==> src/hdl/piecewise_color_gradient_interpolator_macros.svh <==
// Assertion helpers used by the top-level RTL file.
`ifndef PIECEWISE_COLOR_GRADIENT_INTERPOLATOR_MACROS_SVH
`define PIECEWISE_COLOR_GRADIENT_INTERPOLATOR_MACROS_SVH

// Same-cycle implication, sampled on i_clk, off during reset
`define PCGI_ASSERT_IMP(lbl, ante, cons) \
    lbl: assert property (@(posedge i_clk) disable iff (!i_rst_n) (ante) |-> (cons)) \
        else $error("assertion failed");

// Next-cycle implication
`define PCGI_ASSERT_NXT(lbl, ante, cons) \
    lbl: assert property (@(posedge i_clk) disable iff (!i_rst_n) (ante) |=> (cons)) \
        else $error("assertion failed");

`endif

==> src/hdl/pcgi_pkg.sv <==
`default_nettype none
package pcgi_pkg;
    localparam int MAX_POINTS = 16;
    localparam int MAX_STOPS  = 16;
    localparam int PT_AW      = $clog2(MAX_POINTS);
    localparam int ST_AW      = $clog2(MAX_STOPS);
    localparam int CNT_W      = 5;

    // shared divider: Q16 ratio numerator and position difference
    localparam int DIV_NUM_W  = 50;
    localparam int DIV_DEN_W  = 34;
    localparam int DIV_CNT_W  = $clog2(DIV_NUM_W);

    localparam logic [1:0] OP_EVAL  = 2'd0;
    localparam logic [1:0] OP_POINT = 2'd1;
    localparam logic [1:0] OP_STOP  = 2'd2;
    localparam logic [1:0] OP_RSVD  = 2'd3;

    localparam logic CFG_POINT_COUNT = 1'b0;
    localparam logic CFG_STOP_COUNT  = 1'b1;

    localparam logic [16:0] Q16_ONE = 17'h10000;
endpackage
`default_nettype wire

==> src/hdl/pcgi_div.sv <==
`default_nettype none
// Signed divide, truncating toward zero, one quotient bit per cycle.
module pcgi_div (
    input  wire                                    i_clk,
    input  wire                                    i_rst_n,
    input  wire                                    i_start,
    input  wire signed [pcgi_pkg::DIV_NUM_W-1:0]   i_num,
    input  wire signed [pcgi_pkg::DIV_DEN_W-1:0]   i_den,
    output logic                                   o_done,
    output logic signed [pcgi_pkg::DIV_NUM_W-1:0]  o_quo
);
    localparam int NW = pcgi_pkg::DIV_NUM_W;
    localparam int DW = pcgi_pkg::DIV_DEN_W;

    logic                             r_busy;
    logic                             r_done;
    logic [pcgi_pkg::DIV_CNT_W-1:0]   r_cnt;
    logic [NW-1:0]                    r_q;
    logic [DW-1:0]                    r_rem;
    logic [DW-1:0]                    r_dmag;
    logic                             r_neg;

    logic [DW:0]   w_rem2;
    logic [DW+1:0] w_sub;
    logic          w_ge;

    // restoring step: bring down next dividend bit, try subtract
    assign w_rem2 = {r_rem, r_q[NW-1]};
    assign w_sub  = {1'b0, w_rem2} - {2'b00, r_dmag};
    assign w_ge   = !w_sub[DW+1];

    always_ff @(posedge i_clk) begin
        if (!i_rst_n) begin
            r_busy <= 1'b0;
            r_done <= 1'b0;
            r_cnt  <= '0;
        end else begin
            r_done <= 1'b0;
            if (i_start) begin
                r_busy <= 1'b1;
                r_cnt  <= pcgi_pkg::DIV_CNT_W'(NW - 1);
            end else if (r_busy) begin
                r_cnt <= r_cnt - 1'b1;
                if (r_cnt == '0) begin
                    r_busy <= 1'b0;
                    r_done <= 1'b1;
                end
            end
        end
    end

    // datapath
    always_ff @(posedge i_clk) begin
        if (i_start) begin
            r_q    <= i_num[NW-1] ? NW'(-i_num) : NW'(i_num);
            r_dmag <= i_den[DW-1] ? DW'(-i_den) : DW'(i_den);
            r_rem  <= '0;
            r_neg  <= i_num[NW-1] ^ i_den[DW-1];
        end else if (r_busy) begin
            r_q   <= {r_q[NW-2:0], w_ge};
            r_rem <= w_ge ? w_sub[DW-1:0] : w_rem2[DW-1:0];
        end
    end

    assign o_done = r_done;
    assign o_quo  = r_neg ? -$signed(r_q) : $signed(r_q);
endmodule
`default_nettype wire

==> config.mk <==
export PLATFORM = sky130hd
export DESIGN_NAME = pcgi_div
export DESIGN_NICKNAME = d
export VERILOG_FILES = /design/src/hdl/piecewise_color_gradient_interpolator_macros.svh /design/src/hdl/pcgi_pkg.sv /design/src/hdl/pcgi_div.sv
export SDC_FILE = /design/constraint.sdc
export NUM_CORES = 1
export LEC_CHECK = 0
export BUFFER_PORTS_ARGS = -buffer_cell sky130_fd_sc_hd__buf_2
export CAP_MARGIN = 20
export CORE_ASPECT_RATIO = 0.9
export CORE_MARGIN = 2
export CORE_UTILIZATION = 57
export DETAILED_ROUTE_END_ITERATION = 16
export GPL_TIMING_DRIVEN = 0
export PLACE_DENSITY = 0.78
export RECOVER_POWER = 50
export SYNTH_ARGS = -nofsm -noshare
export SYNTH_HDL_FRONTEND = slang
export SYNTH_SLANG_ARGS = --single-unit
export TNS_END_PERCENT = 50
==> constraint.sdc <==
create_clock -name i_clk -period 8 [get_ports i_clk]
set_input_delay 0.8 -clock i_clk [delete_from_list [all_inputs] [get_ports i_clk]]
set_output_delay 0.8 -clock i_clk [all_outputs]
set_load 0.005 [all_outputs]
==> flow_summary_export.csv, run 1 <==
group,metric,value,unit
critical_path,endpoint_kind,"primary output",
critical_path,slowest_stage,"o31ai_1",
critical_path,startpoint_type,"flip-flop",
logic_synthesis,synth_seq_cells,127,
job,maxCapViolCount,1,
logic_synthesis,synth.area.top_cells,"edfxtp_1 26%, dfxtp_1 8.7%, xnor2_1 8.6%",
logic_synthesis,netlist_instances,1148,
critical_path,path_class,"flip-flop to primary output",
timing,finalClockSkew,0.008320,ns
logic_synthesis,netlist_area,9678,um2
finish,syn2layout_area_growth,15.75,%
timing,grt_setup_unrepaired,"no",
route,avgRoutedWirePerCell,18.08,um
finish,antenna_cells_inserted,0,
critical_path,path_common_cell,"nand2_1",
clock_network,root_buffer,"clkbuf_16",
logic_synthesis,yosysTopAreaCell,"edfxtp_1",
clock_network,cts_resized,0,
power_and_ir_drop,max-vdd-ir-drop,0.0001391,V
floorplanning,die_h,127.6,um
logic_synthesis,synth_cell_types,66,
timing,fin_setup_tns,0,ns
clock_network,clk_pin_slew,0.06,ns
placement,postPlaceCellArea,10640,um2
route,drc,0,
finish,final_area,11200,um2
critical_path,required,7.20,ns
outcome,violations,"max-capacitance violations, max-slew violations",
finish,most-common-layout-cells,"128 x buf_2, 127 x nand2_1, 121 x nor2_1",
floorplanning,io_pins,138,
logic_synthesis,avgSynthCellArea,8.430,um2
grt,grt_max_degree,37,
floorplanning,initial_core_util,57.88,%
grt,antenna_found_initial,0,
floorplanning,die_w,141.4,um
placement,dp_hpwl,20460,um
power_and_ir_drop,power_density,197.1,nW/um2
logic_synthesis,yosysSeqAreaShare,35.06,%
clock_network,htreeDepth,4,
logic_synthesis,yosys_warnings,0,
timing,final_max_slew_viol_count,37,
route,ant_nets,0,
critical_path,cp_max_fo,5,
critical_path,crit_path_max_incr_delay,0.61,ns
critical_path,crit_chain,"or4_1, nor4_1, nand3_1, nor2_1, nand2_1, o31ai_1, nand2_1, xor2_1, buf_2",
finish,final_common_cell,"buf_2",
finish,final_net_count,1429,
logic_synthesis,synthArstFlopShare,0,%
logic_synthesis,ys.flop_type,"edfxtp_1",
timing,finalCritPeriodShare,55.87,%
clock_network,cts_made_buffers,17,
logic_synthesis,synth_edf_count,85,
clock_network,postCtsSetupRepairBufs,0,
clock_network,cts_buffer_depth,2,
floorplanning,core_area,16720,um2
clock_network,cts.sinks,127,
power_and_ir_drop,leakagePower,4.354,nW
route,firstDrtPassIters,5,
clock_network,cts_tree,"done",
timing,fmax,223.7,MHz
grt,grt_pass1_wl,44100,um
placement,gp_congestion,0.9714,
placement,io_buffers,135,
timing,setup_viol,0,
route,vias,9531,
grt,overflow,0,
clock_network,ctsHoldBuffers,0,
finish,fillers,1427,
timing,maxSlewHeadroom,-47.29,%
timing,layout_min_cycle_time,4.470,ns
clock_network,clk_latency,0.43,ns
route,wirelength,27610,um
outcome,status,"finished, violations left",
finish,drive_gt1_share,13.53,%
floorplanning,num_rows,45,
timing,hold_viol,0,
grt,track_usage,30.75,%
route,drt-initial-drc-count,906,
floorplanning,dieArea,18040,um2
logic_synthesis,synth_fp_nets,1274,
timing,tightest_slew,2.209,ns
critical_path,critPathArrivalTime,3.67,ns
grt,grt_pass1_vias,8835,
route,vias_per_cell,6.242,
min_path,hold_path.class,"flip-flop to flip-flop",
logic_synthesis,synth_top_area_share,26.37,%
[cell families after synthesis]
kind of cell	Yosys count	synth area share (%)
buffers and inverters	110	4.344
xor gates and xnor gates	154	13.94
DFF	127	35.06
adders and majority gates	39	5.120
AOI/OAI and AO/OA	306	20.78
muxes	7	0.7886
and+or+nand+nor	405	19.97
[layout make-up]
class                           count  area, um2  area share (%)
Clock buffer                       25      529.3           4.725
Tap cell                          211      264.0           2.357
Buffer                             55      214.0           1.910
Multi-Input combinational cell    911       5864           52.35
Sequential cell                   127       3393           30.29
Timing Repair Buffer              136      683.2           6.099
Clock inverter                      7      47.55          0.4244
Inverter                           55      206.4           1.843
[report_power, final]
group | internal [mW] | switching, mW | total (mW)
logic | 0.253 | 0.352 | 0.604
clock network | 0.460 | 0.299 | 0.760
registers | 0.781 | 0.0624 | 0.844
total | 1.49 | 0.714 | 2.21
[metal layers]
| layer | global-route usage [%] | vias up | wire length (um) |
|---|---|---|---|
| met1 | 43.84 | 4492 | 12280 |
| met2 | 46.06 | 473 | 12130 |
| li1 | - | 4484 | - |
| met3 | 5.472 | 82 | 2343 |
| met5 | 0 | - | 0 |
| met4 | 13.29 | 0 | 860 |
[flip-flops by register name, summed over array words and instances, names as in the netlist]
register and cells:
o_done 1, r_busy 1, r_cnt 6, r_dmag 34, r_neg 1, r_q 50
r_rem 34
[worst paths after layout]
check	cells after the start	end	from	slack (ns)
worst max-delay path	9	o_quo[40]	r_q[13]	3.53
worst min-delay path	2	r_rem[6]	r_rem[5]	0.51
worst max register to register	11	r_rem[11]	r_dmag[6]	3.99
worst min register to register	2	r_rem[6]	r_rem[5]	0.51
[stage by stage]
step / power (mW) / hold WS [ns] / cells / utilization [%] / worst slack, ns
after floorplan: 1.236 / 0.4685 / 1148 / - / 4.644
after CTS: 2.201 / 0.5093 / 1527 / 67.08 / 3.569
after detailed placement: 1.447 / 0.4995 / 1495 / 63.63 / 4.034
after global placement: 1.432 / 0.4869 / 1494 / 63.49 / 3.363
final: 2.208 / 0.5061 / 1527 / 66.99 / 3.530
after global routing: 2.307 / 0.5244 / 1527 / 66.99 / 3.188
[Yosys cell counts, drive strengths merged, types with 27 or more instances]
library cell and n:
xnor2 95, a21oi 87, nand2 127, clkbuf 47, xor2 59, edfxtp 85
nor2 121, inv 55, dfxtp 42, nor3 27, o21ai 69, ha 38
o31ai 34
[worst max-delay path: cells and delay by family, from the launching register on]
family / cells / cell delay, ns
AND/OR/NAND/NOR: 6 / 1.86
AO/OA/AOI/OAI: 1 / 0.61
flip-flops: 1 / 0.46
XOR/XNOR: 1 / 0.17
buffers and inverters: 1 / 0.13
Note: power is estimated with default switching activity, not from simulation.
==> inputs of run 2 (changes only) <==
ABC_AREA = 1   (was unset)
PLACE_DENSITY = 0.77   (was 0.78)
clock period = 4.6 ns   (was 8 ns; I/O delays follow)
==> run 2 against run 1 <==
Net effect:
- the run now ends clean
- global-route usage is 5.8 points higher
- first-iteration DRC count is 74% higher
- die area is 22% higher
- area after synthesis is 23% higher
==> flow_summary_export.csv, run 2 <==
group,metric,value,unit
outcome,status,"completed",
logic_synthesis,synthMuxAreaShare,0,%
finish,antenna_cells_inserted,0,
clock_network,ctsHoldBuffers,0,
clock_network,cts_buffer_depth,2,
power_and_ir_drop,max-vdd-ir-drop,0.0002557,V
logic_synthesis,synth_fp_nets,2018,
timing,finalCritPeriodShare,71.40,%
clock_network,root_buffer,"clkbuf_16",
clock_network,cts_tree,"done",
finish,final_net_count,2175,
critical_path,startpoint_type,"input port",
floorplanning,die_w,156.3,um
logic_synthesis,synth_most_common_cell,"nand2_1",
logic_synthesis,netlist_instances,1892,
route,firstDrtPassIters,6,
logic_synthesis,synth_top_area_share,21.44,%
logic_synthesis,synth_top_family_by_area,"simple AND/OR/NAND/NOR gates",
timing,hold_viol,0,
critical_path,critPathArrivalTime,3.40,ns
timing,final_max_slew_viol_count,0,
floorplanning,initial_core_util,57.66,%
critical_path,path_class,"input port to flip-flop",
logic_synthesis,synth-xor-area-share,8.535,%
timing,layout_min_cycle_time,3.285,ns
power_and_ir_drop,p_clk_share,37.9,%
route,vias,13041,
logic_synthesis,synthAdderAreaFrac,4.162,%
clock_network,clk_latency,0.44,ns
timing,finalClockSkew,0.01591,ns
clock_network,clk_pin_slew,0.07,ns
grt,grt_busiest_layer,"met1",
power_and_ir_drop,leakagePower,6.696,nW
placement,io_buffers,137,
grt,grt_pass1_wl,61680,um
floorplanning,dieArea,22060,um2
job,maxCapViolCount,0,
grt,antenna_found_initial,0,
placement,dp_hpwl,32310,um
finish,syn2layout_area_growth,13.41,%
logic_synthesis,synthTopCellsByCount,"567 x nand2_1, 292 x inv_1, 200 x nor2_1",
critical_path,endpoint_kind,"flip-flop",
logic_synthesis,synth_edf_count,85,
grt,grt_max_degree,40,
finish,largest_reg_flops,50,
min_path,hold_path.class,"input port to flip-flop",
timing,grt_setup_unrepaired,"no",
logic_synthesis,synth_cell_types,44,
timing,maxSlewHeadroom,3.944,%
critical_path,cp_max_fo,39,
floorplanning,core_area,20640,um2
timing,whs,0.2529,ns
logic_synthesis,synth-compound-area-share,8.535,%
power_and_ir_drop,p_int,2.471,mW
timing,timing.final.ws_setup,1.315,ns
timing,setup_viol,0,
route,ant_nets,0,
floorplanning,num_rows,50,
critical_path,required,4.72,ns
route,vias_per_cell,5.616,
finish,regMostFlops,"r_q",
logic_synthesis,avgSynthCellArea,6.292,um2
clock_network,cts_resized,0,
finish,most-common-layout-cells,"567 x nand2_1, 293 x inv_1, 203 x nor2_1",
power_and_ir_drop,sw_frac_of_total,34.97,%
finish,drive_gt1_share,10.43,%
route,drc,0,
grt,use_met2,48.20,%
power_and_ir_drop,p_total,3.800,mW
timing,tightest_slew,1.441,ns
grt,track_usage,36.60,%
logic_synthesis,synth-simple-area-share,38.93,%
placement,place_ws,1.573,ns
route,wirelength,40010,um
clock_network,postCtsSetupRepairBufs,0,
logic_synthesis,synth_seq_cells,127,
logic_synthesis,yosysTopAreaCell,"edfxtp_1",
clock_network,htreeDepth,4,
floorplanning,die_h,141.1,um
logic_synthesis,ys.flop_type,"edfxtp_1",
logic_synthesis,netlist_area,11900,um2
power_and_ir_drop,power_density,281.5,nW/um2
route,drt-initial-drc-count,1576,
clock_network,cts.sinks,127,
power_and_ir_drop,comb_power_share,24.3,%
floorplanning,io_pins,138,
grt,use_met1,57.62,%
timing,fmax,304.5,MHz
logic_synthesis,yosysSeqAreaShare,28.51,%
finish,final_common_cell,"nand2_1",
clock_network,cts_made_buffers,17,
timing,fin_setup_tns,0,ns
finish,top_regs,"r_q x50, r_dmag x34, r_rem x34",
placement,gp_congestion,0.9921,
logic_synthesis,yosys_warnings,0,
logic_synthesis,synth.area.top_cells,"edfxtp_1 21%, nand2_1 18%, inv_1 9.2%",
route,avgRoutedWirePerCell,17.23,um
grt,overflow,0,
grt,grt_pass1_vias,11445,
power_and_ir_drop,p_seq_share,37.8,%
power_and_ir_drop,p_sw,1.329,mW
grt,gr-usage-met3,11.19,%
logic_synthesis,synthArstFlopShare,0,%
## run 2: cell types whose count changed in the layout (fill, tap and decap cells not counted), moves of 26 or more
cell | previous run | this run
clkbuf_1 | 64 | 38
nor2_1 | 121 | 203
inv_1 | 55 | 293
nand4_1 | 13 | 48
xnor2_1 | 95 | 34
a21oi_1 | 87 | 43
nand2_1 | 127 | 567
o31ai_1 | 34 | 4
nand3_1 | 14 | 169
o21ai_1 | 1 | 29
## run 2: cell families after synthesis
group,after synthesis
and+or+nand+nor,1077
buffers and inverters,348
AOI/OAI and AO/OA,185
DFF,127
xor gates and xnor gates,116
adders and majority gates,39
## run 2: layout make-up
cell class | instances | area, um2
clock inverters | 15 | 191.4
well taps | 260 | 325.3
flip-flops and latches | 127 | 3393
clock buffers | 17 | 425.4
plain buffers | 43 | 196.4
inverters | 305 | 1145
fillers | 1972 | 7144
multi-input cells | 1417 | 7126
repair buffers | 138 | 698.2
## run 2: path summary, 6_finish.rpt
check                           slack (ns)         to        from  depth (start not counted)
worst max-delay path                  1.32    r_q[29]     i_start                          5
worst min register to register        0.47  r_rem[20]   r_rem[20]                          2
worst max register to register        1.34  r_rem[32]  r_dmag[26]                         12
worst min-delay path                  0.25  r_dmag[0]    i_den[0]                          1
## run 2: metrics by stage
step           std cells  cell area (um2)  util, %
6_report            2322            13500    65.39
5_1_grt             2322            13500    65.39
3_3_place_gp        2289            12910    62.56
4_1_cts             2322            13550    65.65
3_5_place_dp        2290            12940    62.66
2_1_floorplan       1892            11900        -
## run 2: power by group through the flow
stage / Clock [mW] / Sequential, mW / Combinational, mW
3_5_place_dp: 0 / 1.45 / 0.896
4_1_cts: 1.44 / 1.43 / 0.902
5_1_grt: 1.49 / 1.44 / 1.01
3_3_place_gp: 0 / 1.45 / 0.884
2_1_floorplan: 0 / 1.41 / 0.549
6_report: 1.44 / 1.44 / 0.924
## run 2: critical path: stages
cell and delay, ns:
buf_2 0.64, nor2_1 0.42, inv_1 0.40, clkbuf_1 1.10, buf_12 0.33
## run 2: metal layers
| layer | share of wire, % | up-vias |
|---|---|---|
| met4 | 1.4 | 0 |
| met5 | 0 | - |
| met2 | 38 | 781 |
| li1 | - | 6371 |
| met3 | 14 | 36 |
| met1 | 46 | 5853 |
